--- config.mk ---
export PLATFORM = sky130hd
export DESIGN_NAME = gjls_muldiv
export DESIGN_NICKNAME = d
export VERILOG_FILES = /design/src/rtl/gjls_pkg.sv /design/src/rtl/gjls_muldiv.sv
export SDC_FILE = /design/constraint.sdc
export NUM_CORES = 2
export LEC_CHECK = 0
export BUFFER_PORTS_ARGS = -buffer_cell sky130_fd_sc_hd__buf_2
export CAP_MARGIN = 0
export CORE_MARGIN = 1
export CORE_UTILIZATION = 62
export CTS_CLUSTER_DIAMETER = 50
export DETAILED_ROUTE_END_ITERATION = 6
export GPL_TIMING_DRIVEN = 0
export MAX_ROUTING_LAYER = met4
export PLACE_DENSITY = 0.88
export SLEW_MARGIN = 10
export SYNTH_ARGS = -nofsm -noshare
export SYNTH_HDL_FRONTEND = slang
export SYNTH_SLANG_ARGS = --single-unit
--- constraint.sdc ---
create_clock -name clk -period 22.8 [get_ports clk]
set_input_delay 4.56 -clock clk [delete_from_list [all_inputs] [get_ports clk]]
set_output_delay 4.56 -clock clk [all_outputs]
set_load 0.1 [all_outputs]
--- src/rtl/gjls_pkg.sv ---
package gjls_pkg;

	localparam int MAX_EQUATIONS_DEF = 8;
	localparam int MAX_VARIABLES_DEF = 8;

	localparam int WORD_W = 48;
	localparam int VALUE_W = 32;

	localparam logic [47:0] MAG_MAX = 48'h7FFF_FFFF_FFFF;

	// register indexes of the configuration port
	localparam logic [1:0] REG_NUM_EQUATIONS = 2'd0;
	localparam logic [1:0] REG_NUM_VARIABLES = 2'd1;
	localparam logic [1:0] REG_PIVOT_TOL = 2'd2;
	localparam logic [1:0] REG_RESIDUAL_TOL = 2'd3;

	// system status codes
	localparam logic [1:0] STATUS_NONE = 2'd0;
	localparam logic [1:0] STATUS_UNIQUE = 2'd1;
	localparam logic [1:0] STATUS_INFINITE = 2'd2;

	// arithmetic unit operations
	localparam logic OP_MUL = 1'b0;
	localparam logic OP_DIV = 1'b1;

	typedef struct packed {
		logic start;
		logic op;
		logic signed [47:0] a;
		logic signed [47:0] b;
	} md_req_t;

	typedef struct packed {
		logic done;
		logic signed [47:0] result;
	} md_rsp_t;

	function automatic logic [47:0] mag48(input logic signed [47:0] v);
		return v[47] ? (~v + 48'd1) : v;
	endfunction

	function automatic logic signed [47:0] sat48(input logic signed [48:0] v);
		if (!v[48] && v[47]) begin
			return MAG_MAX;
		end
		if (v[48] && (!v[47] || (v[46:0] == 47'd0))) begin
			return ~MAG_MAX + 48'd1;
		end
		return v[47:0];
	endfunction

	function automatic logic signed [31:0] sat32(input logic signed [47:0] v);
		if ((v[47:31] != {17{1'b0}}) && (v[47:31] != {17{1'b1}})) begin
			return v[47] ? 32'h8000_0000 : 32'h7FFF_FFFF;
		end
		return v[31:0];
	endfunction

endpackage

--- src/rtl/gjls_muldiv.sv ---
// Shared multi-cycle unit: Q16 multiply in three 48x16 partial products,
// Q16 divide by restoring division, one quotient bit a cycle.
module gjls_muldiv (
	input  logic              clk,
	input  logic              arst_n,
	input  gjls_pkg::md_req_t req,
	output gjls_pkg::md_rsp_t rsp
);

	localparam logic [6:0] MUL_LAST = 7'd2;
	localparam logic [6:0] DIV_LAST = 7'd63;

	logic        busy_q, fin_q, done_q;
	logic        op_q, neg_q;
	logic [6:0]  cnt_q;
	logic [47:0] ua_q, ub_q;
	logic [95:0] acc_q;
	logic [63:0] num_q, quo_q;
	logic [48:0] rem_q;
	logic signed [47:0] res_q;

	logic [63:0] partial;
	logic [48:0] rem_sh, rem_nx;
	logic        ge, last;
	logic [47:0] mag_r;

	assign partial = ua_q * ub_q[47:32];
	assign rem_sh = {rem_q[47:0], num_q[63]};
	assign ge = rem_sh >= {1'b0, ub_q};
	assign rem_nx = ge ? (rem_sh - {1'b0, ub_q}) : rem_sh;
	assign last = (op_q == gjls_pkg::OP_MUL) ? (cnt_q == MUL_LAST) : (cnt_q == DIV_LAST);

	always_comb begin
		if (op_q == gjls_pkg::OP_MUL) begin
			mag_r = (|acc_q[95:63]) ? gjls_pkg::MAG_MAX : acc_q[63:16];
		end else if (ub_q == 48'd0) begin
			mag_r = 48'd0;
		end else begin
			mag_r = (|quo_q[63:47]) ? gjls_pkg::MAG_MAX : quo_q[47:0];
		end
	end

	always_ff @(posedge clk or negedge arst_n) begin
		if (!arst_n) begin
			busy_q <= 1'b0;
			fin_q <= 1'b0;
			done_q <= 1'b0;
		end else begin
			done_q <= fin_q;
			fin_q <= 1'b0;
			if (busy_q) begin
				cnt_q <= cnt_q + 7'd1;
				if (op_q == gjls_pkg::OP_MUL) begin
					acc_q <= {acc_q[79:0], 16'd0} + {32'd0, partial};
					ub_q <= {ub_q[31:0], 16'd0};
				end else begin
					rem_q <= rem_nx;
					num_q <= {num_q[62:0], 1'b0};
					quo_q <= {quo_q[62:0], ge};
				end
				if (last) begin
					busy_q <= 1'b0;
					fin_q <= 1'b1;
				end
			end else if (req.start) begin
				busy_q <= 1'b1;
				op_q <= req.op;
				neg_q <= req.a[47] ^ req.b[47];
				ua_q <= gjls_pkg::mag48(req.a);
				ub_q <= gjls_pkg::mag48(req.b);
				cnt_q <= 7'd0;
				acc_q <= 96'd0;
				num_q <= {gjls_pkg::mag48(req.a), 16'd0};
				rem_q <= 49'd0;
				quo_q <= 64'd0;
			end
			if (fin_q) begin
				res_q <= neg_q ? (~mag_r + 48'd1) : mag_r;
			end
		end
	end

	assign rsp.done = done_q;
	assign rsp.result = res_q;

endmodule

### Word-level counts from Yosys, hierarchy flattened

Cells that the tools add are included.

| operators by class | value |
|---|---|
| mux-type cells | 31 |
| reduce and logical (&&, ||, !) cells | 9 |
| multipliers | 1 |
| equal/unequal tests | 4 |
| bitwise logic cells | 5 |
| $add $sub $neg | 6 |
| $lt $le $gt $ge | 1 |

Operators by type and width:

| cell | number |
|---|---|
| $mux W48 | 14 |
| $mux W64 | 6 |
| $mux W96 | 3 |
| $add A48 B1 Y48 const B | 3 |
| $not A48 Y48 | 3 |
| $add A96 B64 Y96 | 1 |
| $mul A48 B16 Y64 | 1 |
| $ge A49 B48 Y1 | 1 |
| $logic_not A48 Y1 | 1 |
| $sub A48 B48 Y48 | 1 |
| $reduce_or A33 Y1 | 1 |
| $reduce_or A17 Y1 | 1 |
| $mux W7 | 2 |
| $reduce_and A3 Y1 | 3 |
| $add A7 B1 Y7 const B | 1 |
| $eq A7 B2 Y1 const B | 1 |
| $eq A7 B6 Y1 const B | 1 |
| $mux W1 | 6 |
| $reduce_and A2 Y1 | 2 |
| $ne A2 B1 Y1 const B | 1 |
| $ne A2 B2 Y1 const B | 1 |
| $reduce_bool A2 Y1 | 1 |
| $not A1 Y1 | 1 |
| $xor A1 B1 Y1 | 1 |

| storage, ports and cells | value |
|---|---|
| register bits after elaboration | 428 |
| word-level logic and storage cells | 70 |
| output and inout port bits | 49 |
| bits of input ports | 100 |

### Longest topological paths before layout

| depth | value |
|---|---|
| depth after elaboration | 7 |
| mapped depth | 28 |
| gate-level depth less buffers | 24 |

### Least setup slack after synthesis

OpenSTA, ideal clock, no wires.

| path | value |
|---|---|
| kind | in2reg |
| from | input arst_n |
| to | register num_q[16] (enable) |
| path buffers | 0 |
| stages on the path | 2 |
| library setup time | 733 ps |
| data arrival time | 12403 ps |
| setup slack | 9665 ps |
| data required time | 22067 ps |
| path through | o21ai_0 > a21oi_1 |

| on the way | value |
|---|---|
| word-level cells in the longest chain between the ends | 1 |

RTL lines:

| what | RTL line | text |
|---|---|---|
| start, declared | gjls_muldiv.sv:5 | `input logic arst_n,` |
| $reduce_and A3 Y1 (no source line) | -- |  |
| end signal, assigned | gjls_muldiv.sv:58 | `num_q <= {num_q[62:0], 1'b0};` |
| end signal, assigned | gjls_muldiv.sv:73 | `num_q <= {gjls_pkg::mag48(req.a), 16'd0};` |
| end, declared | gjls_muldiv.sv:18 | `logic [63:0] num_q, quo_q;` |

No other way between the ends.
A chain may end at the register's enable or synchronous reset.

### Worst setup path in the final report

| path | value |
|---|---|
| from | register ub_q[35] |
| to | register acc_q[63], data pin |

| on the way | value |
|---|---|
| word-level cells in the longest chain between the ends | 4 |

RTL lines:

| what | RTL line | text |
|---|---|---|
| start, declared | gjls_muldiv.sv:16 | `logic [47:0] ua_q, ub_q;` |
| start signal, assigned | gjls_muldiv.sv:55 | `ub_q <= {ub_q[31:0], 16'd0};` |
| start signal, assigned | gjls_muldiv.sv:70 | `ub_q <= gjls_pkg::mag48(req.b);` |
| $mul A48 B16 Y64 | gjls_muldiv.sv:27 | `assign partial = ua_q * ub_q[47:32];` |
| $add A96 B64 Y96 | gjls_muldiv.sv:54 | `acc_q <= {acc_q[79:0], 16'd0} + {32'd0, partial};` |
| $mux W96 | gjls_muldiv.sv:53 | `if (op_q == gjls_pkg::OP_MUL) begin` |
| $mux W96 | gjls_muldiv.sv:51 | `if (busy_q) begin` |
| end signal, assigned | gjls_muldiv.sv:54 |  |
| end, declared | gjls_muldiv.sv:17 | `logic [95:0] acc_q;` |

No other way between the ends. The select of a mux whose other input is x is not followed.

==> impl_summary.txt <==
----------------------------------------------------
[Route]
  Via count ... 40,510
  First DRT Iteration DRCs ... 5,188
  Routed Antenna Nets ... 0
  Post-Route WL ... 160,600 um
  DRT Pass-1 Iters ... 6
  Per-cell routed wire length ... ~25 um
  Post-detailed-route via-to-cell ratio ... 6.191
  DRC violation count after routing ... 0

[Timing]
  Maximum achievable frequency ... about 0.093 GHz
  Final number of hold-violating endpoints ... 0
  Headroom to the max-slew limit ... 8.228%
  Maximum clock skew at final layout ... 45.61 ps
  Unrepaired setup endpoints after global routing ... false
  Worst Max-Slew Pin Slew ... ~1400 ps
  Max-slew violation count ... 0
  Post-route worst setup slack ... 12,020 ps
  Minimum period implied by the final worst setup slack ... between 10,000 and 15,000 ps
  Aggregate negative setup slack ... 0 ps
  Post-route fraction of the period consumed by the critical path ... 47.29%
  Setup-violating endpoint count in the final report ... 0

[Clocking]
  Htree depth ... 2
  CTS Hold Bufs ... 0
  Clock latency of the later-clocked register in the worst-skew pair ... around 650 ps
  Inserted Clock Buffers ... 55
  Root buf cell ... clkbuf_16
  TritonCTS sink count ... 412
  Clock tree from TritonCTS ... built
  Resized Gates After CTS ... 0
  Clk slew on worst S/H paths ... 60 ps
  Maximum count of clock buffers along a single path ... 3
  Total setup buffers inserted after CTS ... 0

[Yosys]
  Instance count of the mapped netlist ... 5,216
  Number of flops mapped to enable cells by yosys ... 409
  Number of warnings printed during yosys synthesis ... 0
  Synth Flop Type ... edfxtp_1
  Synth async-reset ratio ... 0.7282%
  Register bit total from synthesis ... 412
  Share of synthesized area occupied by flip-flops and latches ... 25.28%
  Top cell type by total area after synthesis ... fa_1
  Biggest area contributors in the synthesized netlist ... fa_1 28%, edfxtp_1 25%, inv_1 7.5%
  Net count after synthesis ... 6,211
  Post-Syn Area per Cell ... 9.373 sq um
  Post-Synthesis Cell Area ... between 0.04 and 0.05 sq mm
  Area share of the largest cell type after synthesis ... about 28%
  Unique cell type count in the Yosys netlist ... 79

[Floorplan]
  Height of the die ... 282.8 um
  Initial cell density of the core ... 62.90%
  Area of the die ... 0.07998 sq mm
  Core Area ... 0.07772 sq mm
  Number of placement rows ... 102
  Number of top-level pins ... 149
  Horizontal die dimension ... around 280 um

[Power and ir drop]
  P per Cell Area ... 141.2 mW/mm^2
  Worst vdd ir ... ~240 uV
  Leakage ... 0.02402 uW

[Worst setup path]
  R2r worst-path depth ... 24
  Library cell contributing the largest single delay on the critical path ... nor4_1
  Critical path's top delay family ... adder cells
  Startpoint type of the worst setup path ... flip-flop
  Setup crit end kind ... flip-flop
  Data arrival time of the worst path ... 11,240 ps
  CP max FO ... 10
  Critical path's most frequent cell ... fa_1
  Flop-to-flop setup slack ... 12,020 ps
  End of the critical path ... acc_q[63]$_SDFFCE_PN0P_
  Class of the most critical setup path ... flip-flop to flip-flop
  Crit-path cells ... clkbuf_1 > clkbuf_1 > nand2_1 > fa_1 > fa_1 > fa_1 > inv_1 > fa_1 > fa_1 > inv_1 > fa_1 > inv_1 > ha_1 > clkbuf_1 > nand4_1 > nor4_1 > o2111ai_1 > a31oi_1 > a311oi_1 > o41a_1 > o21ai_0 > a221oi_1 > xor2_1 > nor2_1
  Bufs and invs on worst path ... 6
  Critical register-to-register path endpoint ... acc_q[63]$_SDFFCE_PN0P_
  Maximum single-stage delay on the critical path ... 780 ps
  Worst reg2reg path startpoint ... ub_q[35]$_DFFE_PP_
  First element of the critical path ... ub_q[35]$_DFFE_PP_
  Count of cell instances traversed by the critical path ... 24
  Endpoint required time on the critical path ... 23,260 ps

[Job]
  Total of max-cap violations ... 0

[Placed design]
  Final HPWL from detailed placement ... 128,800 um
  RePlAce Congestion ... 1.044
  Number of buffers inserted by port buffering ... 147
  Worst setup slack before clock tree synthesis ... 12,620 ps

[Status]
  Run status ... finished clean

[Global routing]
  Pin count of the biggest net entering global routing ... 51
  Grt total ovfl ... 0
  Initial antenna violation count ... 21
  First-pass GRT wire length ... 243,700 um
  Number of global-route vias before repair ... 40,900
  All-Layer GR Usage ... 42.69%

[Cells and area]
  Count of filler cells inserted in the layout ... 6,071
  Fraction of final layout cells with drive strength greater than 1 ... 6.133%
  Area taken by flip-flops and latches ... 0.01236 sq mm
  Area of the multi-input gates ... 0.03189 sq mm
  Utilization after layout ... 68.40%
  Nets@finish ... 6,430
  Area growth syn-to-layout ... 8.732%

[Min path]
  Hold Path Class ... flip-flop to flip-flop

----------------------------------------------------
==> Yosys cell counts, drive strengths merged (45+ instances only) <==
cell	instances
xnor2	128
mux2	47
xor2	106
nand2	705
ha	204
clkbuf	252
nor2	214
nand3	68
and2	349
inv	981
a21o	65
o21ai	181
edfxtp	409
a21oi	171
o31ai	45
fa	691
==> where the power goes <==
part	internal (uW)	total, uW	switching (uW)
registers	1140	1260	119
clock network	477	862	385
logic	1890	5380	3490
total	3510	7500	3990
==> logic make-up after synthesis <==
family / synth area share, %
fa+ha+maj: 33.52
flops: 25.28
buf+inv: 9.566
compound gates: 9.454
mux: 1.861
simple gates: 16.14
xor+xnor: 4.192
==> per-layer routing <==
layer  global-route usage, %  vias to the layer above  routed length, um
li1                        -                    17210                  -
met2                   60.34                     2838              68010
met5                       -                        -                  0
met4                   19.90                        0               8861
met1                   55.85                    19970              60070
met3                   13.72                      491              23690
==> area by class of cell <==
class | instances | share of cell area (%)
clock inverter | 44 | 0.7814
clock buffer | 57 | 2.603
timing repair buffer | 162 | 2.019
tap | 1040 | 2.448
buffer | 263 | 1.864
multi-input combinational | 3559 | 59.99
antenna | 24 | 0.1130
inverter | 982 | 6.934
sequential | 412 | 23.25
==> worst min path at each step <==
stage | startpoint | end | slack [ps] | cells after the start
after global routing | fin_q$_DFF_PN0_ | done_q$_DFF_PN0_ | 410 | 0
after CTS | fin_q$_DFF_PN0_ | done_q$_DFF_PN0_ | 380 | 0
after floorplan | fin_q$_DFF_PN0_ | done_q$_DFF_PN0_ | 350 | 0
final | fin_q$_DFF_PN0_ | done_q$_DFF_PN0_ | 390 | 0
after global placement | fin_q$_DFF_PN0_ | done_q$_DFF_PN0_ | 360 | 0
after detailed placement | fin_q$_DFF_PN0_ | done_q$_DFF_PN0_ | 370 | 0
==> placed cells by master (no fill, tap or decap), types with 24 or more instances in the layout <==
master	count
nor4_1	42
clkbuf_1	254
edfxtp_1	409
clkbuf_16	55
and3_1	33
o31ai_1	44
o21a_1	27
a21o_1	65
mux2_2	47
nor2_1	214
xor2_1	106
buf_2	148
or3_1	28
mux2i_1	38
o21bai_1	28
ha_1	204
nand2b_1	26
inv_1	980
nor3_1	38
and2_1	348
nand3_1	68
a21oi_1	169
fa_1	691
diode_2	24
o21ai_0	176
nand4_1	42
xnor2_1	128
nand2_1	705
==> metrics by stage <==
stage,std cells,hold WS (ps),total power (uW),area (sq um)
floorplan,5216,346.7,4841,48890
global placement,6403,358.3,6369,50930
detailed placement,6418,365.4,6430,51300
CTS,6519,380.0,7314,53100
global route,6537,409.7,8009,53140
finish,6543,388.4,7505,53160
==> flip-flops by register name, indices dropped and copies added, names as in the netlist <==
signal	cells
ub_q	48
res_q	48
busy_q	1
rem_q	48
ua_q	48
op_q	1
done_q	1
acc_q	96
neg_q	1
fin_q	1
num_q	48
quo_q	64
cnt_q	7
Note: power is estimated with default switching activity, not from simulation.
